**src/rtl/bblru_pkg.sv**
```systemverilog
// Shared types and constants for the byte-budget LRU cache.
// Used by bblru_cell and byte_budget_lru_cache; depends on nothing.
`default_nettype none

package bblru_pkg;

    // Field widths of the request and result items
    localparam int KEY_FIELD_W  = 32;
    localparam int BYTES_W      = 32;
    localparam int TOTAL_W      = BYTES_W + 1;
    localparam int EVICT_W      = 5;
    localparam int S_TDATA_W    = KEY_FIELD_W + BYTES_W;
    localparam int M_TDATA_W    = 40;

    // Parameter defaults
    localparam int ENTRIES_DEF  = 16;
    localparam int KEY_BITS_DEF = 32;

    // Operation broadcast to every cell in the chain
    typedef enum logic [2:0] {
        CELL_HOLD,
        CELL_MATCH,
        CELL_EVICT,
        CELL_MOVE,
        CELL_INSERT
    } cell_op_t;

    typedef struct packed {
        cell_op_t             op;
        logic [BYTES_W-1:0]   new_bytes;
    } cell_cmd_t;

endpackage

`default_nettype wire

```
**src/rtl/bblru_cell.sv**
```systemverilog
// One position of the recency chain: holds the key, size and valid bit of
// the entry at that age. Depends on bblru_pkg.
`default_nettype none

module bblru_cell
    import bblru_pkg::*;
#(
    parameter int KW = KEY_BITS_DEF
)
(
    input  wire logic               clk,
    input  wire logic               rst_n,
    input  wire cell_cmd_t          cmd,
    input  wire logic [KW-1:0]      new_key,
    input  wire logic [KW-1:0]      right_key,
    input  wire logic [BYTES_W-1:0] right_bytes,
    input  wire logic               right_valid,
    input  wire logic               left_valid,
    input  wire logic               seen_in,
    output logic [KW-1:0]           key,
    output logic [BYTES_W-1:0]      bytes,
    output logic                    valid,
    output logic                    match,
    output logic                    seen_out
);

    logic [KW-1:0]      key_reg, key_next;
    logic [BYTES_W-1:0] bytes_reg, bytes_next;
    logic               valid_reg, valid_next;
    logic               match_reg, match_next;
    logic               seen_here;

    // A hit at this position or any older one shifts this cell
    assign seen_here = seen_in | match_reg;
    assign seen_out  = seen_here;

    always_comb
    begin
        key_next   = key_reg;
        bytes_next = bytes_reg;
        valid_next = valid_reg;
        match_next = match_reg;
        unique case (cmd.op)
            CELL_HOLD:
            begin
            end
            CELL_MATCH:
            begin
                match_next = valid_reg && (key_reg == new_key);
            end
            CELL_EVICT:
            begin
                // advance the younger neighbor into this position
                key_next   = right_key;
                bytes_next = right_bytes;
                valid_next = right_valid;
            end
            CELL_MOVE:
            begin
                if (seen_here && valid_reg)
                begin
                    if (right_valid)
                    begin
                        key_next   = right_key;
                        bytes_next = right_bytes;
                    end
                    else
                    begin
                        // youngest valid position takes the hit entry
                        key_next   = new_key;
                        bytes_next = cmd.new_bytes;
                    end
                end
            end
            CELL_INSERT:
            begin
                if (!valid_reg && left_valid)
                begin
                    key_next   = new_key;
                    bytes_next = cmd.new_bytes;
                    valid_next = 1'b1;
                end
            end
            default:
            begin
            end
        endcase
    end

    // Hold payload without reset
    always_ff @(posedge clk)
    begin
        key_reg   <= key_next;
        bytes_reg <= bytes_next;
    end

    always_ff @(posedge clk or negedge rst_n)
    begin
        if (!rst_n)
        begin
            valid_reg <= 1'b0;
            match_reg <= 1'b0;
        end
        else
        begin
            valid_reg <= valid_next;
            match_reg <= match_next;
        end
    end

    assign key   = key_reg;
    assign bytes = bytes_reg;
    assign valid = valid_reg;
    assign match = match_reg;

endmodule

`default_nettype wire

```
**src/rtl/byte_budget_lru_cache.sv**
```systemverilog
// Top level of the byte-budget LRU cache: request/result stream ports,
// sequencer and total-bytes counter. Depends on bblru_pkg and bblru_cell.
//
// Usage:
//   A request on the s_ side carries an object key and its size in bytes.
//   The cache looks the key up in a row of ENTRIES cells kept in age order,
//   oldest in cell 0. A hit moves the entry to the young end; a miss inserts
//   it if it fits the budget (evicting the oldest first when the table is
//   full), then evicts oldest entries until the held bytes fit the budget.
//   One result per request leaves on the m_ side: hit, inserted, number of
//   entries evicted, and bytes in use afterwards.
//   Steps: a hit goes through match, decide and move; a miss goes through
//   match, decide, an eviction of the oldest entry when the table is full,
//   insert if it fits, then trim evictions (up to ENTRIES in all). One
//   request is in work at a time and the next is taken in the cycle after
//   the result loads, so the eviction sweep sets the rate.
//   The result sits in an output register; s_tready returns as soon as the
//   result is loaded, so a new request is taken while the result waits.
//   A stalled receiver holds the result and, once a second result is ready,
//   holds the sequencer until the first is taken.
//   Reset empties the cache, clears the byte count and sets the budget to 0.
//   Write byte_budget through cfg_wen/cfg_wdata only while the block is idle.
`default_nettype none

module byte_budget_lru_cache
    import bblru_pkg::*;
#(
    parameter int ENTRIES  = ENTRIES_DEF,
    parameter int KEY_BITS = KEY_BITS_DEF
)
(
    input  wire logic                 clk,
    input  wire logic                 rst_n,
    input  wire logic                 cfg_wen,
    input  wire logic [BYTES_W-1:0]   cfg_wdata,     // byte_budget
    input  wire logic                 s_tvalid,
    output logic                      s_tready,
    input  wire logic [S_TDATA_W-1:0] s_tdata,       // [31:0] object_key, [63:32] object_bytes
    output logic                      m_tvalid,
    input  wire logic                 m_tready,
    output logic [M_TDATA_W-1:0]      m_tdata        // [0] hit, [1] inserted,
                                                     // [6:2] evicted_count,
                                                     // [38:7] bytes_in_use, [39] zero
);

    localparam int KW    = (KEY_BITS < KEY_FIELD_W) ? KEY_BITS : KEY_FIELD_W;
    localparam int CNT_W = $clog2(ENTRIES + 1);

    typedef enum logic [2:0] {
        ST_IDLE,
        ST_MATCH,
        ST_DECIDE,
        ST_MOVE,
        ST_FULL_EVICT,
        ST_INSERT,
        ST_TRIM,
        ST_DONE
    } state_t;

    state_t               state_reg, state_next;
    logic [BYTES_W-1:0]   budget_reg;
    logic [KW-1:0]        req_key_reg;
    logic [BYTES_W-1:0]   req_bytes_reg;
    logic [TOTAL_W-1:0]   total_reg, total_next;
    logic [CNT_W-1:0]     cnt_reg, cnt_next;
    logic                 hit_reg, hit_next;
    logic                 ins_reg, ins_next;
    logic                 m_valid_reg;
    logic [M_TDATA_W-1:0] m_data_reg;

    cell_cmd_t            cmd;
    logic [KW-1:0]        key_arr   [ENTRIES];
    logic [BYTES_W-1:0]   bytes_arr [ENTRIES];
    logic [ENTRIES-1:0]   valid_vec;
    logic [ENTRIES-1:0]   match_vec;
    logic [ENTRIES-1:0]   seen_vec;
    logic [BYTES_W-1:0]   hit_bytes;
    logic                 over_budget;
    logic                 fits;
    logic                 out_free;
    logic                 accept;

    // Chain of cells, oldest at index 0
    for (genvar i = 0; i < ENTRIES; i++)
    begin : g_cell
        logic [KW-1:0]      r_key;
        logic [BYTES_W-1:0] r_bytes;
        logic               r_valid;
        logic               l_valid;
        logic               s_in;

        if (i == ENTRIES - 1)
        begin : g_last
            assign r_key   = '0;
            assign r_bytes = '0;
            assign r_valid = 1'b0;
        end
        else
        begin : g_mid
            assign r_key   = key_arr[i+1];
            assign r_bytes = bytes_arr[i+1];
            assign r_valid = valid_vec[i+1];
        end

        if (i == 0)
        begin : g_first
            assign l_valid = 1'b1;
            assign s_in    = 1'b0;
        end
        else
        begin : g_rest
            assign l_valid = valid_vec[i-1];
            assign s_in    = seen_vec[i-1];
        end

        bblru_cell #(
            .KW (KW)
        ) u_cell (
            .clk         (clk),
            .rst_n       (rst_n),
            .cmd         (cmd),
            .new_key     (req_key_reg),
            .right_key   (r_key),
            .right_bytes (r_bytes),
            .right_valid (r_valid),
            .left_valid  (l_valid),
            .seen_in     (s_in),
            .key         (key_arr[i]),
            .bytes       (bytes_arr[i]),
            .valid       (valid_vec[i]),
            .match       (match_vec[i]),
            .seen_out    (seen_vec[i])
        );
    end

    // Select the size of the hit entry
    always_comb
    begin
        hit_bytes = '0;
        for (int i = 0; i < ENTRIES; i++)
        begin
            hit_bytes = hit_bytes | (bytes_arr[i] & {BYTES_W{match_vec[i]}});
        end
    end

    assign over_budget = total_reg > {1'b0, budget_reg};
    assign fits        = req_bytes_reg <= budget_reg;
    assign out_free    = !m_valid_reg || m_tready;
    assign s_tready    = (state_reg == ST_IDLE);
    assign accept      = s_tvalid && s_tready;

    // Sequence one request through the chain
    always_comb
    begin
        state_next    = state_reg;
        total_next    = total_reg;
        cnt_next      = cnt_reg;
        hit_next      = hit_reg;
        ins_next      = ins_reg;
        cmd.op        = CELL_HOLD;
        cmd.new_bytes = req_bytes_reg;
        unique case (state_reg)
            ST_IDLE:
            begin
                if (accept)
                begin
                    cnt_next   = '0;
                    hit_next   = 1'b0;
                    ins_next   = 1'b0;
                    state_next = ST_MATCH;
                end
            end
            ST_MATCH:
            begin
                cmd.op     = CELL_MATCH;
                state_next = ST_DECIDE;
            end
            ST_DECIDE:
            begin
                if (|match_vec)
                begin
                    hit_next   = 1'b1;
                    state_next = ST_MOVE;
                end
                else if (fits)
                begin
                    state_next = valid_vec[ENTRIES-1] ? ST_FULL_EVICT : ST_INSERT;
                end
                else
                begin
                    state_next = ST_TRIM;
                end
            end
            ST_MOVE:
            begin
                cmd.op        = CELL_MOVE;
                cmd.new_bytes = hit_bytes;
                state_next    = ST_DONE;
            end
            ST_FULL_EVICT:
            begin
                cmd.op     = CELL_EVICT;
                total_next = total_reg - TOTAL_W'(bytes_arr[0]);
                cnt_next   = cnt_reg + 1'b1;
                state_next = ST_INSERT;
            end
            ST_INSERT:
            begin
                cmd.op     = CELL_INSERT;
                total_next = total_reg + TOTAL_W'(req_bytes_reg);
                ins_next   = 1'b1;
                state_next = ST_TRIM;
            end
            ST_TRIM:
            begin
                if (over_budget && valid_vec[0])
                begin
                    cmd.op     = CELL_EVICT;
                    total_next = total_reg - TOTAL_W'(bytes_arr[0]);
                    cnt_next   = cnt_reg + 1'b1;
                end
                else
                begin
                    state_next = ST_DONE;
                end
            end
            ST_DONE:
            begin
                if (out_free)
                begin
                    state_next = ST_IDLE;
                end
            end
            default:
            begin
                state_next = ST_IDLE;
            end
        endcase
    end

    // Hold request payload and load the result register
    always_ff @(posedge clk)
    begin
        if (accept)
        begin
            req_key_reg   <= s_tdata[KW-1:0];
            req_bytes_reg <= s_tdata[KEY_FIELD_W +: BYTES_W];
        end
        if (state_reg == ST_DONE && out_free)
        begin
            m_data_reg <= {1'b0, total_reg[BYTES_W-1:0], EVICT_W'(cnt_reg), ins_reg, hit_reg};
        end
    end

    always_ff @(posedge clk or negedge rst_n)
    begin
        if (!rst_n)
        begin
            state_reg   <= ST_IDLE;
            budget_reg  <= '0;
            total_reg   <= '0;
            cnt_reg     <= '0;
            hit_reg     <= 1'b0;
            ins_reg     <= 1'b0;
            m_valid_reg <= 1'b0;
        end
        else
        begin
            state_reg <= state_next;
            total_reg <= total_next;
            cnt_reg   <= cnt_next;
            hit_reg   <= hit_next;
            ins_reg   <= ins_next;
            if (cfg_wen)
            begin
                budget_reg <= cfg_wdata;
            end
            if (state_reg == ST_DONE && out_free)
            begin
                m_valid_reg <= 1'b1;
            end
            else if (m_tready)
            begin
                m_valid_reg <= 1'b0;
            end
        end
    end

    assign m_tvalid = m_valid_reg;
    assign m_tdata  = m_data_reg;

    // Valid entries stay packed at the old end of the chain
    assert property (@(posedge clk) disable iff (!rst_n)
        $onehot({1'b0, valid_vec} + {{ENTRIES{1'b0}}, 1'b1}))
        else $error("valid cells not contiguous from the oldest end");

    // Keys are unique, so at most one cell matches
    assert property (@(posedge clk) disable iff (!rst_n)
        (state_reg == ST_DECIDE) |-> $onehot0(match_vec))
        else $error("more than one cell matched the request key");

    // A finished miss leaves the cache within budget
    assert property (@(posedge clk) disable iff (!rst_n)
        (state_reg == ST_DONE && !hit_reg) |-> !over_budget)
        else $error("bytes in use above budget after a miss");

    // Evictions per request never exceed the entry count
    assert property (@(posedge clk) disable iff (!rst_n)
        cnt_reg <= CNT_W'(ENTRIES))
        else $error("eviction count out of range");

    // An empty cache holds no bytes
    assert property (@(posedge clk) disable iff (!rst_n)
        (!valid_vec[0] && state_reg == ST_DONE) |-> (total_reg == '0))
        else $error("byte count nonzero with an empty cache");

endmodule

`default_nettype wire

```
**config.mk**
```make
export PLATFORM = sky130hd
export DESIGN_NAME = byte_budget_lru_cache
export DESIGN_NICKNAME = d
export VERILOG_FILES = /design/src/rtl/bblru_pkg.sv /design/src/rtl/bblru_cell.sv /design/src/rtl/byte_budget_lru_cache.sv
export SDC_FILE = /design/constraint.sdc
export NUM_CORES = 2
export LEC_CHECK = 0
export BUFFER_PORTS_ARGS = -buffer_cell sky130_fd_sc_hd__buf_2
export CORE_ASPECT_RATIO = 1.1
export CORE_UTILIZATION = 56
export DETAILED_ROUTE_END_ITERATION = 8
export PLACE_DENSITY = 0.75
export SLEW_MARGIN = 20
export SYNTH_ARGS = -nofsm -noshare
export SYNTH_HDL_FRONTEND = slang
export SYNTH_HIERARCHICAL = 1
export SYNTH_SLANG_ARGS = --single-unit
```
**constraint.sdc**
```tcl
create_clock -name clk -period 7.1 [get_ports clk]
set_input_delay 1.42 -clock clk [delete_from_list [all_inputs] [get_ports clk]]
set_output_delay 1.42 -clock clk [all_outputs]
set_load 0.005 [all_outputs]
```
Word-level counts from Yosys, hierarchy flattened
Index checks and enable logic that the tools add are counted.
Widths: inputs -> output; s select.

word-level totals
  flip-flop bits (word level) = 1235
  bits of input ports = 101
  logic and storage cells = 479

operators by class
  add/subtract/negate cells = 3
  order comparisons = 2
  eq/ne operators = 64
  multiplexer cells = 178
  bitwise gates (word level) = 46
  reductions and logical operators = 112

operators with widths
  kind                count
  $pmux 32 s3         32
  $mux 32             95
  $and 32x32->32      16
  $eq 32x32->1        16
  $or 32x32->32       15
  $pmux 33 s3         1
  $ne 2x1->1 const B  32
  $reduce_and 3->1    19
  $logic_and 1x1->1   50
  $pmux 1 s2          18
  $reduce_and 2->1    17
  $add 33x32->33      1
  $gt 33x32->1        1
  $mux 33             1
  $sub 33x32->33      1
  $le 32x32->1        1
  $pmux 3 s8          1
  $mux 1              20
  $logic_not 1->1     16
  $reduce_or 16->1    1
  $eq 3x3->1 const B  5
  $or 1x1->1          15
  $pmux 3 s5          1
  $pmux 5 s3          1
  other kinds (11)    29

Logic depth before layout (Yosys ltp)
  word-level depth = 20
  mapped depth = 20

Hierarchy
Netlist, hierarchy kept.

by module, submodules not included
  module                 times used  cells each  area an instance (um^2)
  bblru_cell             16          195         3478.3
  byte_budget_lru_cache  1           1472        13249.0

Worst setup path after synthesis
Ideal clock, no wire load.

  kind = reg-to-reg
  start point = register g_cell[0].u_cell.match_reg
  end point = register g_cell[15].u_cell.bytes_reg[0], enable pin
  library setup time = 690 ps
  arrival = 5967 ps
  data required time = 6410 ps
  slack = 442 ps
  cell stages (with the launch flop) = 20
  clock period less this slack = 6658 ps
  path through = dfrtp_1 > or2_2 > or2_2 > or2_2 > or2_2 > or2_2 > or2_2 > or2_2 > or2_2 > or2_2 > or2_2 > or2_2 > or2_2 > or2_2 > or2_2 > or2_2 > o21ai_0 > nand2_1 > nand3b_1 > nand2_1

between the ends
  cells in the longest elaborated chain, start to end = 18

ends and longest elaborated chain
  item                               RTL line                     source
  start: declaration                 bblru_cell.sv:30             logic match_reg, match_next;
  start signal: assignment           bblru_cell.sv:107            match_reg <= match_next;
  $or 1x1->1                         bblru_cell.sv:34             assign seen_here = seen_in | match_reg;
  via g_cell[2].s_in                 byte_budget_lru_cache.sv:90  logic s_in;
  $or 1x1->1                         bblru_cell.sv:34
  via g_cell[3].s_in                 byte_budget_lru_cache.sv:90
  $or 1x1->1                         bblru_cell.sv:34
  via g_cell[4].s_in                 byte_budget_lru_cache.sv:90
  $or 1x1->1                         bblru_cell.sv:34
  via g_cell[5].s_in                 byte_budget_lru_cache.sv:90
  (+1 left out)                      n/a
  via g_cell[6].s_in                 byte_budget_lru_cache.sv:90
  (+1 left out)                      n/a
  via g_cell[7].s_in                 byte_budget_lru_cache.sv:90
  (+1 left out)                      n/a
  via g_cell[8].s_in                 byte_budget_lru_cache.sv:90
  (+1 left out)                      n/a
  via g_cell[9].s_in                 byte_budget_lru_cache.sv:90
  (+1 left out)                      n/a
  via g_cell[10].s_in                byte_budget_lru_cache.sv:90
  (+1 left out)                      n/a
  via g_cell[11].s_in                byte_budget_lru_cache.sv:90
  (+1 left out)                      n/a
  via g_cell[12].s_in                byte_budget_lru_cache.sv:90
  (+1 left out)                      n/a
  via g_cell[13].s_in                byte_budget_lru_cache.sv:90
  $or 1x1->1                         bblru_cell.sv:34
  via g_cell[14].s_in                byte_budget_lru_cache.sv:90
  $or 1x1->1                         bblru_cell.sv:34
  via g_cell[15].s_in                byte_budget_lru_cache.sv:90
  $or 1x1->1                         bblru_cell.sv:34
  $logic_and 1x1->1                  bblru_cell.sv:60             if (seen_here && valid_reg)
  $ne 2x1->1 (no source line)        n/a
  $reduce_and 3->1 (no source line)  n/a
  end signal: assignment             bblru_cell.sv:94             bytes_reg <= bytes_next;
  end: declaration                   bblru_cell.sv:28             logic [BYTES_W-1:0] bytes_reg, bytes_next;

The timed path passes the listed nets, and every way through them passes these cells.
A chain may end at the register's enable or synchronous reset.

Worst setup path after layout
  start point = register g_cell[0].u_cell.match_reg
  end point = register g_cell[15].u_cell.bytes_reg[23], enable pin

The elaborated chain is that of the path after synthesis.

==> results by stage <==
Outcome:
- The run finished with clean final reports.

Floorplanning:
- The number of rows created at floorplan is 134.
- The initial utilization of the core area, before any placement, comes to 0.566.
- The die span in y is 370 um.
- The floorplan core area is 122,000 sq um.
- In this run the horizontal extent of the chip is 336 um.
- The floorplan step defined a die boundary enclosing 124,000 sq um.
- 143 I/O pins were placed.

Routing:
- Dividing the detail-routed wire length by the instance count gives 27.0 um.
- The remaining antenna violation count after routing is 0.
- Dividing the detail-routed via count by the number of cells gives 6.31.
- The total routed wirelength is 179,000 um.
- For this run, design rule violations remaining after detail routing come to 0.
- The overall via count from detail_route is 41,800.
- For this block, the initial DRC count from the detailed router was 4,102.
- The number of optimization iterations in the first detailed-route pass is 6.

Clock network:
- The later pin in the worst-skew pair is clocked with a latency of 0.78 ns.
- The hold-fix buffer count after cts is 0.
- The number of sinks handled by clock tree synthesis is 1,235.
- In this run the number of H-tree levels came out at 4.
- The cell at the root of the clock tree is clkbuf_16.
- After clock tree synthesis, the clock-pin slew on the worst setup and hold paths is 0.06 ns.
- The number of resized instances in the post-cts repair step is 0.
- Buffers inserted during clock tree synthesis total 134.
- Once the clock tree was built, the setup fixing pass inserted 0 buffers.
- The deepest clock path buffer count is 3.
- The CTS tree is built.

Global route:
- The wire length of the first global-routing pass is 264,000 um.
- In the global route stage, overall resource usage came out at 0.284.
- Summed over all layers, the global routing overflow is 0.
- The pin count of the biggest net entering global routing is 175.
- The number of antenna violations at the first check in global routing is 3.
- The via count of the first global-routing pass is 42,400.

Worst setup path:
- In this run the register-to-register setup slack is 1.09 ns.
- Measured in cells, the most critical reg-to-reg path has a length of 20.
- In this run the worst setup path begins at g_cell[0].u_cell/match$_DFFE_PN0N_.
- The critical path class is reg2reg.
- In this run the worst setup path terminates at g_cell[15].u_cell/bytes[23]$_DFFE_PP_.
- The largest driver fanout on the critical path is 33.
- The data arrival time of the critical path is 6.49 ns.
- The worst setup path is captured at a register.
- The endpoint required time on the critical path is 7.58 ns.
- The worst reg2reg path startpoint is g_cell[0].u_cell/match$_DFFE_PN0N_.
- In this run the critical register-to-register path is captured at g_cell[15].u_cell/bytes[23]$_DFFE_PP_.
- The kind of start point of the critical path is a register.

Placement:
- In this run the tool buffered the top-level ports with 141 buffer cells.
- Summed over all nets, the half-perimeter wirelength after detailed placement is 110,000 um.
- At the end of routability-driven placement, the weighted congestion stood at 0.861.
- The worst slack at placement is 1.14 ns.

Timing:
- The minimum period implied by the final worst setup slack is 6.01 ns.
- The number of max-slew violations in the final report came to 0.
- The setup total negative slack is 0 ns.
- The slew of the pin with the lowest slew margin is 1.12 ns.
- In the finished design, the share of the clock period the worst path needs comes to 0.846.
- The achievable frequency is 0.166 GHz.
- The remaining max-slew budget at the tightest pin is 0.249.
- For the final database, setup skew stands at 0.0313 ns.
- The total count of hold-check failures in the final report is 0.
- The worst path setup slack after routing is 1.09 ns.
- The number of failing setup endpoints in the final timing report is 0.
- Setup repair after global routing left no endpoint under its margin.

Flow run:
- Max-cap violations in this run came to 0.

Layout:
- Of the cells placed in the final design, the portion with a size suffix greater than 1 is 0.322.
- The total number of nets in the final design is 5,087.
- The area added between synthesis and finish is 9.80%.

Yosys:
- For this run, the number of Yosys warnings is 6.
- The synthesized netlist occupies a cell area of 68,900 sq um.
- Synthesis produced 4,591 cells.
- The synthesized area per cell is 15.0 sq um.

Power and ir drop:
- For this design the ratio of total power to cell area is 547 nW/um^2.
- IR analysis of the VDD net gives a maximum drop of 0.000726 V.
- The reported leakage power is 30.7 nW.

Worst hold path:
- The type of the tightest min-delay check is reg2reg.
-- critical path: stages (launching register included) --
cell and delay [ns]:
dfrtp_2 0.39, or2_2 0.30, or2_2 0.28, or2_2 0.29, or2_2 0.29, or2_2 0.28, or2_2 0.28, or2_2 0.29
or2_2 0.28, or2_2 0.29, or2_2 0.29, or2_2 0.29, or2_2 0.28, or2_2 0.28, or2_2 0.28, or2_2 0.27
o21ai_0 0.15, nand2_1 0.08, nand3b_1 0.17, nand2_4 0.31, buf_12 0.32
-- worst min-delay path by stage --
stage | from | end | slack, ns | depth (start not counted)
after floorplan | ins_reg$_DFFE_PN0P_ | m_tdata[1]$_DFFE_PP_ | 0.43 | 0
after global placement | ins_reg$_DFFE_PN0P_ | m_tdata[1]$_DFFE_PP_ | 0.43 | 0
after detailed placement | ins_reg$_DFFE_PN0P_ | m_tdata[1]$_DFFE_PP_ | 0.46 | 0
after CTS | ins_reg$_DFFE_PN0P_ | m_tdata[1]$_DFFE_PP_ | 0.47 | 0
after global routing | ins_reg$_DFFE_PN0P_ | m_tdata[1]$_DFFE_PP_ | 0.48 | 0
final | ins_reg$_DFFE_PN0P_ | m_tdata[1]$_DFFE_PP_ | 0.47 | 0
-- placed cells by master (no fill, tap or decap), types with 100 or more instances in the layout --
cell type     n
a22oi_1     158
buf_2       140
buf_4       140
clkbuf_16   138
edfxtp_1   1127
mux2_4      960
nand2_1     166
nand3_1     100
nor2_1      113
nor4_1      144
o21ai_0     131
xor2_1      533
-- stage by stage --
stage | power [mW] | cells | hold slack (ns) | util | instance area (sq um)
2_1_floorplan | 30.1 | 4660 | 0.426 | - | 69200
3_3_place_gp | 33.6 | 6381 | 0.434 | 0.587 | 71400
3_5_place_dp | 34.3 | 6381 | 0.460 | 0.587 | 71400
4_1_cts | 41.2 | 6622 | 0.473 | 0.621 | 75600
5_1_grt | 43.0 | 6623 | 0.477 | 0.621 | 75600
6_report | 41.4 | 6624 | 0.468 | 0.621 | 75600
-- power by group --
group	switching, mW	internal [mW]
clock network	2.93	3.87
logic	9.26	8.81
registers	2.59	14.0
total	14.8	26.6
-- routing by layer --
metal | up-vias | global-route usage | share of wire
met4 | 2 | 0.154 | 0.058
met1 | 20900 | 0.333 | 0.36
met2 | 2136 | 0.488 | 0.49
li1 | 18300 | - | -
met3 | 548 | 0.0590 | 0.090
met5 | - | 0 | 0.000061
-- layout make-up --
type | count | area, sq um
Sequential cell | 1235 | 36600
Clock inverter | 60 | 544
Inverter | 48 | 181
Timing Repair Buffer | 288 | 1910
Tap cell | 1632 | 2040
Fill cell | 8882 | 46100
Clock buffer | 181 | 3640
Multi-Input combinational cell | 3179 | 30800
Antenna cell | 1 | 2.50
(Power assumes the default switching activity.)
